**src/hw/rtl/aes_ke_pkg.sv**
```systemverilog
// ----------------------------------------------------------------------------
// aes_ke_pkg: AES-128 key expansion shared types and tables
// Word types for the key and round key channels, S-box and round constants.
// ----------------------------------------------------------------------------
`default_nettype none

package aes_ke_pkg;

	localparam int unsigned RoundIdxW = 4;

	// index of the final round key
	localparam logic [RoundIdxW-1:0] LAST_ROUND = 4'd10;

	typedef struct packed {
		logic [63:0] key_high;
		logic [63:0] key_low;
	} key_word_t;

	typedef struct packed {
		logic [63:0]          round_key_high;
		logic [63:0]          round_key_low;
		logic [RoundIdxW-1:0] round_index;
		logic                 last_key;
	} round_word_t;

	localparam logic [7:0] SBOX [256] = '{
		8'h63,8'h7c,8'h77,8'h7b,8'hf2,8'h6b,8'h6f,8'hc5,
		8'h30,8'h01,8'h67,8'h2b,8'hfe,8'hd7,8'hab,8'h76,
		8'hca,8'h82,8'hc9,8'h7d,8'hfa,8'h59,8'h47,8'hf0,
		8'had,8'hd4,8'ha2,8'haf,8'h9c,8'ha4,8'h72,8'hc0,
		8'hb7,8'hfd,8'h93,8'h26,8'h36,8'h3f,8'hf7,8'hcc,
		8'h34,8'ha5,8'he5,8'hf1,8'h71,8'hd8,8'h31,8'h15,
		8'h04,8'hc7,8'h23,8'hc3,8'h18,8'h96,8'h05,8'h9a,
		8'h07,8'h12,8'h80,8'he2,8'heb,8'h27,8'hb2,8'h75,
		8'h09,8'h83,8'h2c,8'h1a,8'h1b,8'h6e,8'h5a,8'ha0,
		8'h52,8'h3b,8'hd6,8'hb3,8'h29,8'he3,8'h2f,8'h84,
		8'h53,8'hd1,8'h00,8'hed,8'h20,8'hfc,8'hb1,8'h5b,
		8'h6a,8'hcb,8'hbe,8'h39,8'h4a,8'h4c,8'h58,8'hcf,
		8'hd0,8'hef,8'haa,8'hfb,8'h43,8'h4d,8'h33,8'h85,
		8'h45,8'hf9,8'h02,8'h7f,8'h50,8'h3c,8'h9f,8'ha8,
		8'h51,8'ha3,8'h40,8'h8f,8'h92,8'h9d,8'h38,8'hf5,
		8'hbc,8'hb6,8'hda,8'h21,8'h10,8'hff,8'hf3,8'hd2,
		8'hcd,8'h0c,8'h13,8'hec,8'h5f,8'h97,8'h44,8'h17,
		8'hc4,8'ha7,8'h7e,8'h3d,8'h64,8'h5d,8'h19,8'h73,
		8'h60,8'h81,8'h4f,8'hdc,8'h22,8'h2a,8'h90,8'h88,
		8'h46,8'hee,8'hb8,8'h14,8'hde,8'h5e,8'h0b,8'hdb,
		8'he0,8'h32,8'h3a,8'h0a,8'h49,8'h06,8'h24,8'h5c,
		8'hc2,8'hd3,8'hac,8'h62,8'h91,8'h95,8'he4,8'h79,
		8'he7,8'hc8,8'h37,8'h6d,8'h8d,8'hd5,8'h4e,8'ha9,
		8'h6c,8'h56,8'hf4,8'hea,8'h65,8'h7a,8'hae,8'h08,
		8'hba,8'h78,8'h25,8'h2e,8'h1c,8'ha6,8'hb4,8'hc6,
		8'he8,8'hdd,8'h74,8'h1f,8'h4b,8'hbd,8'h8b,8'h8a,
		8'h70,8'h3e,8'hb5,8'h66,8'h48,8'h03,8'hf6,8'h0e,
		8'h61,8'h35,8'h57,8'hb9,8'h86,8'hc1,8'h1d,8'h9e,
		8'he1,8'hf8,8'h98,8'h11,8'h69,8'hd9,8'h8e,8'h94,
		8'h9b,8'h1e,8'h87,8'he9,8'hce,8'h55,8'h28,8'hdf,
		8'h8c,8'ha1,8'h89,8'h0d,8'hbf,8'he6,8'h42,8'h68,
		8'h41,8'h99,8'h2d,8'h0f,8'hb0,8'h54,8'hbb,8'h16
	};

	// round constant for the round key that follows round key idx
	function automatic logic [7:0] next_rcon(input logic [RoundIdxW-1:0] idx);
		logic [7:0] rc;
		unique case (idx)
			4'd0:    rc = 8'h01;
			4'd1:    rc = 8'h02;
			4'd2:    rc = 8'h04;
			4'd3:    rc = 8'h08;
			4'd4:    rc = 8'h10;
			4'd5:    rc = 8'h20;
			4'd6:    rc = 8'h40;
			4'd7:    rc = 8'h80;
			4'd8:    rc = 8'h1b;
			4'd9:    rc = 8'h36;
			default: rc = 8'h00;
		endcase
		return rc;
	endfunction

	function automatic logic [31:0] sub_word(input logic [31:0] w);
		return {SBOX[w[31:24]], SBOX[w[23:16]], SBOX[w[15:8]], SBOX[w[7:0]]};
	endfunction

endpackage

`default_nettype wire

```
**src/hw/rtl/aes_ke_key_fifo.sv**
```systemverilog
// ----------------------------------------------------------------------------
// aes_ke_key_fifo: cipher key queue
// Small register queue between key intake and the round engine.
// ----------------------------------------------------------------------------
`default_nettype none

module aes_ke_key_fifo
	import aes_ke_pkg::*;
#(
	parameter int unsigned DEPTH = 2
) (
	input  wire logic      clk,
	input  wire logic      arst_n,
	input  wire logic      push_valid,
	output      logic      push_ready,
	input  wire key_word_t push_word,
	output      logic      pop_valid,
	input  wire logic      pop_ready,
	output      key_word_t pop_word
);

	localparam int unsigned PtrW = (DEPTH > 1) ? $clog2(DEPTH) : 1;
	localparam int unsigned CntW = $clog2(DEPTH + 1);
	localparam logic [PtrW-1:0] PtrLast = PtrW'(DEPTH - 1);
	localparam logic [CntW-1:0] CntFull = CntW'(DEPTH);

	key_word_t       mem_q [DEPTH];
	logic [PtrW-1:0] wr_ptr_q;
	logic [PtrW-1:0] rd_ptr_q;
	logic [CntW-1:0] count_q;
	logic            push_fire;
	logic            pop_fire;

	assign push_ready = (count_q != CntFull);
	assign pop_valid  = (count_q != '0);
	assign pop_word   = mem_q[rd_ptr_q];
	assign push_fire  = push_valid && push_ready;
	assign pop_fire   = pop_valid && pop_ready;

	always_ff @(posedge clk) begin
		if (push_fire) begin
			mem_q[wr_ptr_q] <= push_word;
		end
	end

	always_ff @(posedge clk or negedge arst_n) begin
		if (!arst_n) begin
			wr_ptr_q <= '0;
			rd_ptr_q <= '0;
			count_q  <= '0;
		end else begin
			if (push_fire) begin
				wr_ptr_q <= (wr_ptr_q == PtrLast) ? '0 : wr_ptr_q + 1'b1;
			end
			if (pop_fire) begin
				rd_ptr_q <= (rd_ptr_q == PtrLast) ? '0 : rd_ptr_q + 1'b1;
			end
			if (push_fire && !pop_fire) begin
				count_q <= count_q + 1'b1;
			end else if (pop_fire && !push_fire) begin
				count_q <= count_q - 1'b1;
			end
		end
	end

endmodule

`default_nettype wire

```
**src/hw/rtl/aes_ke_round_engine.sv**
```systemverilog
// ----------------------------------------------------------------------------
// aes_ke_round_engine: round key generator
// Holds the current round key and steps to the next one per output word.
// ----------------------------------------------------------------------------
`default_nettype none

module aes_ke_round_engine
	import aes_ke_pkg::*;
(
	input  wire logic        clk,
	input  wire logic        arst_n,
	input  wire logic        key_avail,
	output      logic        key_take,
	input  wire key_word_t   key_word,
	output      logic        rk_valid,
	input  wire logic        rk_ready,
	output      round_word_t rk_word
);

	logic                 busy_q;
	logic [RoundIdxW-1:0] idx_q;
	logic [31:0]          w_q [4];
	logic [31:0]          w_nxt [4];
	logic [31:0]          t;
	logic                 last;
	logic                 out_fire;

	assign last     = (idx_q == LAST_ROUND);
	assign rk_valid = busy_q;
	assign out_fire = busy_q && rk_ready;
	// next key loads when idle or as the last word of a run leaves
	assign key_take = key_avail && (!busy_q || (out_fire && last));

	// RotWord, SubWord, Rcon, then the xor chain
	always_comb begin
		t        = sub_word({w_q[3][23:0], w_q[3][31:24]}) ^ {next_rcon(idx_q), 24'h0};
		w_nxt[0] = w_q[0] ^ t;
		w_nxt[1] = w_q[1] ^ w_nxt[0];
		w_nxt[2] = w_q[2] ^ w_nxt[1];
		w_nxt[3] = w_q[3] ^ w_nxt[2];
	end

	assign rk_word = '{
		round_key_high: {w_q[0], w_q[1]},
		round_key_low:  {w_q[2], w_q[3]},
		round_index:    idx_q,
		last_key:       last
	};

	always_ff @(posedge clk) begin
		if (key_take) begin
			w_q[0] <= key_word.key_high[63:32];
			w_q[1] <= key_word.key_high[31:0];
			w_q[2] <= key_word.key_low[63:32];
			w_q[3] <= key_word.key_low[31:0];
		end else if (out_fire && !last) begin
			w_q <= w_nxt;
		end
	end

	always_ff @(posedge clk or negedge arst_n) begin
		if (!arst_n) begin
			busy_q <= 1'b0;
			idx_q  <= '0;
		end else if (key_take) begin
			busy_q <= 1'b1;
			idx_q  <= '0;
		end else if (out_fire) begin
			if (last) begin
				busy_q <= 1'b0;
			end else begin
				idx_q <= idx_q + 1'b1;
			end
		end
	end

endmodule

`default_nettype wire

```
**src/hw/rtl/aes128_key_expansion.sv**
```systemverilog
// An accepted key is queued, then loaded into the engine as round key 0 on rk.
// Throughput: one round key word per cycle while rk_ready is high, set by the
//   round engine which steps one round per accepted output word.
// The queue takes keys into free slots while the engine works or is stalled.
// Reset (arst_n low) empties the queue and idles the engine at once.
// ----------------------------------------------------------------------------
// aes128_key_expansion: AES-128 key schedule
// Takes a 128-bit cipher key and emits the eleven round keys in order.
// ----------------------------------------------------------------------------
`default_nettype none

module aes128_key_expansion
	import aes_ke_pkg::*;
#(
	// key words buffered ahead of the round engine
	parameter int unsigned QUEUE_DEPTH = 2
) (
	input  wire logic        clk,
	input  wire logic        arst_n,
	// cipher key channel
	input  wire logic        key_valid,
	output      logic        key_ready,
	input  wire key_word_t   key,
	// round key channel
	output      logic        rk_valid,
	input  wire logic        rk_ready,
	output      round_word_t rk
);

	// front to back handoff
	logic      q_valid;
	logic      q_take;
	key_word_t q_word;

	// Front: key queue. Accepts a new key word whenever it has a free
	// slot, independent of what the round engine is doing.
	aes_ke_key_fifo #(
		.DEPTH (QUEUE_DEPTH)
	) u_key_fifo (
		.clk        (clk),
		.arst_n     (arst_n),
		.push_valid (key_valid),
		.push_ready (key_ready),
		.push_word  (key),
		.pop_valid  (q_valid),
		.pop_ready  (q_take),
		.pop_word   (q_word)
	);

	// Back: round engine. Its state registers drive rk directly; each
	// accepted round key advances one round, and the last one of a run
	// hands over to the next queued key in the same cycle, so keys stream
	// with no bubble.
	aes_ke_round_engine u_round_engine (
		.clk       (clk),
		.arst_n    (arst_n),
		.key_avail (q_valid),
		.key_take  (q_take),
		.key_word  (q_word),
		.rk_valid  (rk_valid),
		.rk_ready  (rk_ready),
		.rk_word   (rk)
	);

endmodule

`default_nettype wire

```
**config.mk**
```make
export PLATFORM = sky130hd
export DESIGN_NAME = aes128_key_expansion
export DESIGN_NICKNAME = d
export VERILOG_FILES = /design/src/hw/rtl/aes_ke_pkg.sv /design/src/hw/rtl/aes_ke_key_fifo.sv /design/src/hw/rtl/aes_ke_round_engine.sv /design/src/hw/rtl/aes128_key_expansion.sv
export SDC_FILE = /design/constraint.sdc
export NUM_CORES = 1
export LEC_CHECK = 0
export ABC_AREA = 1
export BUFFER_PORTS_ARGS = -buffer_cell sky130_fd_sc_hd__buf_2
export CAP_MARGIN = 0
export CELL_PAD_IN_SITES_DETAIL_PLACEMENT = 2
export CELL_PAD_IN_SITES_GLOBAL_PLACEMENT = 2
export CORE_MARGIN = 2
export CORE_UTILIZATION = 32
export CTS_BUF_LIST = sky130_fd_sc_hd__clkbuf_2
export DETAILED_ROUTE_END_ITERATION = 8
export GPL_TIMING_DRIVEN = 0
export PLACE_DENSITY_LB_ADDON = 0.1
export SLEW_MARGIN = 20
export SYNTH_ARGS = -nofsm -noshare
export SYNTH_HDL_FRONTEND = slang
export SYNTH_HIERARCHICAL = 1
export SYNTH_SLANG_ARGS = --single-unit
```
**constraint.sdc**
```tcl
create_clock -name clk -period 6.7 [get_ports clk]
set_clock_uncertainty 0.1 [all_clocks]
set_input_delay 0.67 -clock clk [delete_from_list [all_inputs] [get_ports clk]]
set_output_delay 0.67 -clock clk [all_outputs]
set_load 0.02 [all_outputs]
```
After elaboration in Yosys (flattened, before gate mapping). Memories as Yosys holds them, arrays and structs flattened. Cells that the tools add are included.

Bits in registers: 137. Bits in latches: 0. RAM bits: 256. Bits in read-only memories: 8320. Bits of input ports: 132. Logic and storage cells: 78. Memories: 6.

Memory list: (no name shown) (depth 256, width 8, read ports 1, clocked after memory_dff 0, write ports 0, line aes_ke_pkg.sv:81) `return {SBOX[w[31:24]], SBOX[w[23:16]], SBOX[w[15:8]], SBOX[w[7:0]]};`; (no name shown) (depth 256, width 8, read ports 1, clocked after memory_dff 0, write ports 0, line aes_ke_pkg.sv:81); (no name shown) (depth 256, width 8, read ports 1, clocked after memory_dff 0, write ports 0, line aes_ke_pkg.sv:81); (no name shown) (depth 256, width 8, read ports 1, clocked after memory_dff 0, write ports 0, line aes_ke_pkg.sv:81); u_key_fifo.mem_q (depth 2, width 128, read ports 1, clocked after memory_dff 0, write ports 1, line aes_ke_key_fifo.sv:27) `key_word_t mem_q [DEPTH];`; (no name shown) (depth 16, width 8, read ports 1, clocked after memory_dff 0, write ports 0, line aes_ke_pkg.sv:64) `unique case (idx)`.

Add/sub/neg operators: 5. Multiply operators: 0. Divide/modulo/power cells: 0. Magnitude comparators: 4. Equal/unequal tests: 3. Shift-type cells: 0. Mux-type cells: 22. Bitwise operators: 9. Reduce and logical (&&, ||, !) cells: 20.

Operators with widths (count): 128-bit two-way mux (2); 32-bit XOR (5); 8-bit two-way mux (8); 9-bit greater-or-equal comparator, second input constant (4); 8-bit NOT with 9-bit output (4); 4-bit two-way mux (3); 2-bit nonzero test (5); 1-bit logical AND (8); 1-bit two-way mux (7); 4-bit by 1-bit adder with 4-bit output, second input constant (1); 4-bit == test, second input constant (1); 1-bit zero test (4); 2-bit two-way mux (2); 2-bit != test, second input constant (2); 2-bit AND reduction (2); 1-bit adder, second input constant (2); 2-bit by 1-bit adder with 2-bit output, second input constant (1); 2-bit by 1-bit subtractor with 2-bit output, second input constant (1); 1-bit logical OR (1).

Depth between registers and ports, before layout.
Depth after elaboration: 11. Depth in mapped cells: 23. Depth with buffers taken out: 21.

Hierarchy. Netlist, hierarchy kept.

Modules (own cells, without submodules): aes_ke_round_engine (instances 1, cells an instance 3578, area each 20086.8 um2); aes_ke_key_fifo (instances 1, cells an instance 697, area each 9490.4 um2).

Worst setup path before layout. Ideal clock, no wire load.

Path type: input -> register. Start: in key_valid. End: mem u_key_fifo/mem_q[0][0] in the netlist's numbering (enable). Data arrival time: 6.104 ns. Data required time: 5.983 ns. Setup slack: -0.121 ns. Stages on the path: 2. Path through: nand2_1 nor2_1.

Cells in the longest elaborated chain, start to end: 3.

Ends and longest elaborated chain: start, declared (line aes128_key_expansion.sv:21) `input wire logic key_valid,`; 1-bit logical AND (line aes_ke_key_fifo.sv:37) `assign push_fire = push_valid && push_ready;`; 1-bit two-way mux (line aes_ke_key_fifo.sv:41) `if (push_fire) begin`; 1-bit two-way mux (implied by the code) (line aes_ke_key_fifo.sv:42) `mem_q[wr_ptr_q] <= push_word;`; end, declared (line aes_ke_key_fifo.sv:27).

Every way passes these cells.

Final worst setup path.
Start: reg u_round_engine.w_q, in the netlist u_round_engine/rk_word[22]. End: reg u_round_engine.w_q, in the netlist u_round_engine/rk_word[35], data pin.

Cells in the longest elaborated chain, start to end: 11.

Ends and longest elaborated chain: start, declared (line aes_ke_round_engine.sv:22) `logic [31:0] w_q [4];`; start signal, assigned (line aes_ke_round_engine.sv:57) `w_q <= w_nxt;`; 8-bit NOT with 9-bit output (implied by the code) (line aes_ke_pkg.sv:81); memory 256 x 8 bit; 8-bit two-way mux (implied by the code) (2 in a row) (line aes_ke_pkg.sv:81); 32-bit XOR (line aes_ke_round_engine.sv:36) `t = sub_word({w_q[3][23:0], w_q[3][31:24]}) ^ {next_rcon(idx_q), 24'h0};`; 32-bit XOR (line aes_ke_round_engine.sv:37) `w_nxt[0] = w_q[0] ^ t;`; 32-bit XOR (line aes_ke_round_engine.sv:38) `w_nxt[1] = w_q[1] ^ w_nxt[0];`; 32-bit XOR (line aes_ke_round_engine.sv:39) `w_nxt[2] = w_q[2] ^ w_nxt[1];`; 32-bit XOR (line aes_ke_round_engine.sv:40) `w_nxt[3] = w_q[3] ^ w_nxt[2];`; 128-bit two-way mux (line aes_ke_round_engine.sv:56) `end else if (out_fire && !last) begin`; 128-bit two-way mux (line aes_ke_round_engine.sv:51) `if (key_take) begin`.

Every way passes these cells. The select of a mux whose other input is x is not followed. A chain may end at the register's enable or synchronous reset.

==> metrics.csv <==
metric;value;unit
status;finished clean;
nets;5081;
hold_path_class;in -> reg;
fin_setup_tns;0;ns
cp-start-kind;flip-flop;
drt_wl_total;208;mm
cts.sinks;393;
drt_iter0_drc;4912;
post-route-period-util;0.754;
required;7.53;ns
layout_commonest_cell;nand2_1;
grt-ovfl-total;0;
dieHeight;308;µm
grt_pass1_wl;293;mm
ys_ff_latch;393;
grt_pass1_vias;39800;
holdWs;0.119;ns
antenna_found_initial;13;
cts_resized;0;
synth.distinct_cells;34;
htreeDepth;3;
core-area;91700;µm²
syn_nets;4472;
postRouteAntennaNets;0;
cts.reportedPaths.clkPinSlew;0.15;ns
detail_route.wl_per_cell;33.8;µm
postCtsSetupBuffers;0;
start_util;0.323;
detailed_place_hpwl;144;mm
post-route-min-period;5.05;ns
drv_cap;0;
drive_gt1_frac;0.134;
drc;0;
cts_tree;yes;
gp_congestion;1.04;
cp_max_fo;13;
yosysSeqAreaShare;0.397;
grt_start_max_net_pins;44;
cts_buffers;108;
cts_buffer_depth;3;
tightest_slew;1.20;ns
boundaryPins;267;
setup_viol;0;
fin_cells;6161;
fp.dieW;308;µm
yosysWarnings;6;
die-area;94900;µm²
num_rows;111;
final_cell_mix;1523 x nand2_1, 1219 x nand3_1, 384 x edfxtp_1;
io_buffer_count;266;
syn_area;29600;µm²
grt_setup_unrepaired;false;
path_class;reg -> reg;
synth.avg_cell_area;6.92;µm²
syn_to_final_growth;21.8;%
gr-usage-all-layers;0.428;
clk_latency;1.30;ns
cts.root.buffer_cell;clkbuf_2;
holdBufCountCts;216;
end_kind;flip-flop;
viasPerCell;6.22;
dp.cells;5744;
vias;38300;
hold_violations;0;
firstDrtPassIters;8;
cp.arrival;5.88;ns
syn_inst;4275;
relSlewSlack;0.199;
clock.fmax;0.198;GHz
report.final.slew_viol_count;0;
-- per-stage QoR --
step / utilization / cell area (µm²) / worst slack (ns)
3_5_place_dp: 0.359 / 32900 / 1.96
4_1_cts: 0.393 / 36000 / 1.91
2_1_floorplan: - / 29600 / -0.121
5_1_grt: 0.393 / 36000 / 1.57
3_3_place_gp: 0.353 / 32400 / -4.84
6_report: 0.393 / 36000 / 1.65
-- final timing paths --
| check | cells past startpoint | startpoint | end | slack (ns) |
|---|---|---|---|---|
| worst max-delay path | 22 | u_round_engine/rk_word[22]$_DFFE_PP_ | u_round_engine/rk_word[35]$_DFFE_PP_ | 1.65 |
| worst min-delay path | 2 | key[7] | u_key_fifo/mem_q[1][7]$_DFFE_PP_ | 0.12 |
| worst max register to register | 22 | u_round_engine/rk_word[22]$_DFFE_PP_ | u_round_engine/rk_word[35]$_DFFE_PP_ | 1.65 |
| worst min register to register | 2 | u_key_fifo/count_q[1]$_DFFE_PN0P_ | u_key_fifo/count_q[1]$_DFFE_PN0P_ | 0.46 |
| max in group asynchronous | 3 | arst_n | u_key_fifo/count_q[0]$_DFFE_PN0P_ | 5.48 |
| min in group asynchronous | 3 | arst_n | u_round_engine/idx_q[2]$_DFFE_PN0P_ | 0.46 |
-- critical path: stages, from the launching register on --
cell,delay [ns]
edfxtp_1,0.68
buf_2,0.37
inv_1,0.40
ha_1,0.54
inv_1,0.10
nand2_1,0.22
nand2_1,0.30
inv_1,0.20
nand2_1,0.08
nand2_1,0.08
nand3_1,0.08
nand2_1,0.17
nand2_1,0.11
nand2_1,0.09
nand2_1,0.06
nand3_1,0.25
nand2_1,0.11
nand2_1,0.18
nand2_1,0.11
nand2_1,0.09
nand3_1,0.08
nand3_1,0.20
nand2_1,0.18
-- synthesized netlist by cell type, drive strengths merged --
library cell / number / area share
edfxtp: 384 / 0.39
a21oi: 120 / 0.021
ha: 64 / 0.027
nand3b: 15 / 0.0039
dfrtp: 9 / 0.0076
nor2: 241 / 0.031
nand4: 17 / 0.0036
fa: 1 / 0.00068
xnor2: 3 / 0.00089
xor2: 7 / 0.0021
buf: 182 / 0.035
a31oi: 90 / 0.019
inv: 208 / 0.027
nand3: 1227 / 0.21
or2: 1 / 0.00021
o211ai: 10 / 0.0025
o21ai: 62 / 0.010
a21boi: 1 / 0.00025
nand2: 1545 / 0.20
o22ai: 1 / 0.00021
clkinv: 9 / 0.0011
clkbuf: 78 / 0.0099
-- logic make-up after synthesis --
group           synth area share
compound gates            0.0536
buf+inv                   0.0726
xor+xnor                 0.00296
fa+ha+maj                 0.0278
flops                      0.397
simple gates               0.446
-- cell type report --
type / instances / area, µm²
tap: 1186 / 1480
clock buffer: 154 / 771
fill: 11000 / 55600
clock inverter: 41 / 208
sequential: 393 / 11800
inverter: 217 / 822
antenna: 6 / 15.0
timing repair buffer: 499 / 3940
multi-input combinational: 3405 / 15700
buffer: 260 / 1330
-- state kept, by name, indices dropped and copies added (netlist names) --
register                 flops
u_key_fifo/count_q           2
u_key_fifo/mem_q           256
u_key_fifo/rd_ptr_q          1
u_key_fifo/wr_ptr_q          1
u_round_engine/idx_q         4
u_round_engine/rk_valid      1
u_round_engine/rk_word     128
-- layer usage --
metal	global-route usage	up-vias	routed length (µm)
met5	0	-	114
met4	0.260	16	14200
met3	0.0914	721	19100
met2	0.666	2559	92000
met1	0.543	19200	82700
li1	-	15800	-
Power is not shown: default switching activity piles up to over one toggle a cycle in this logic, so the estimate is an artifact.
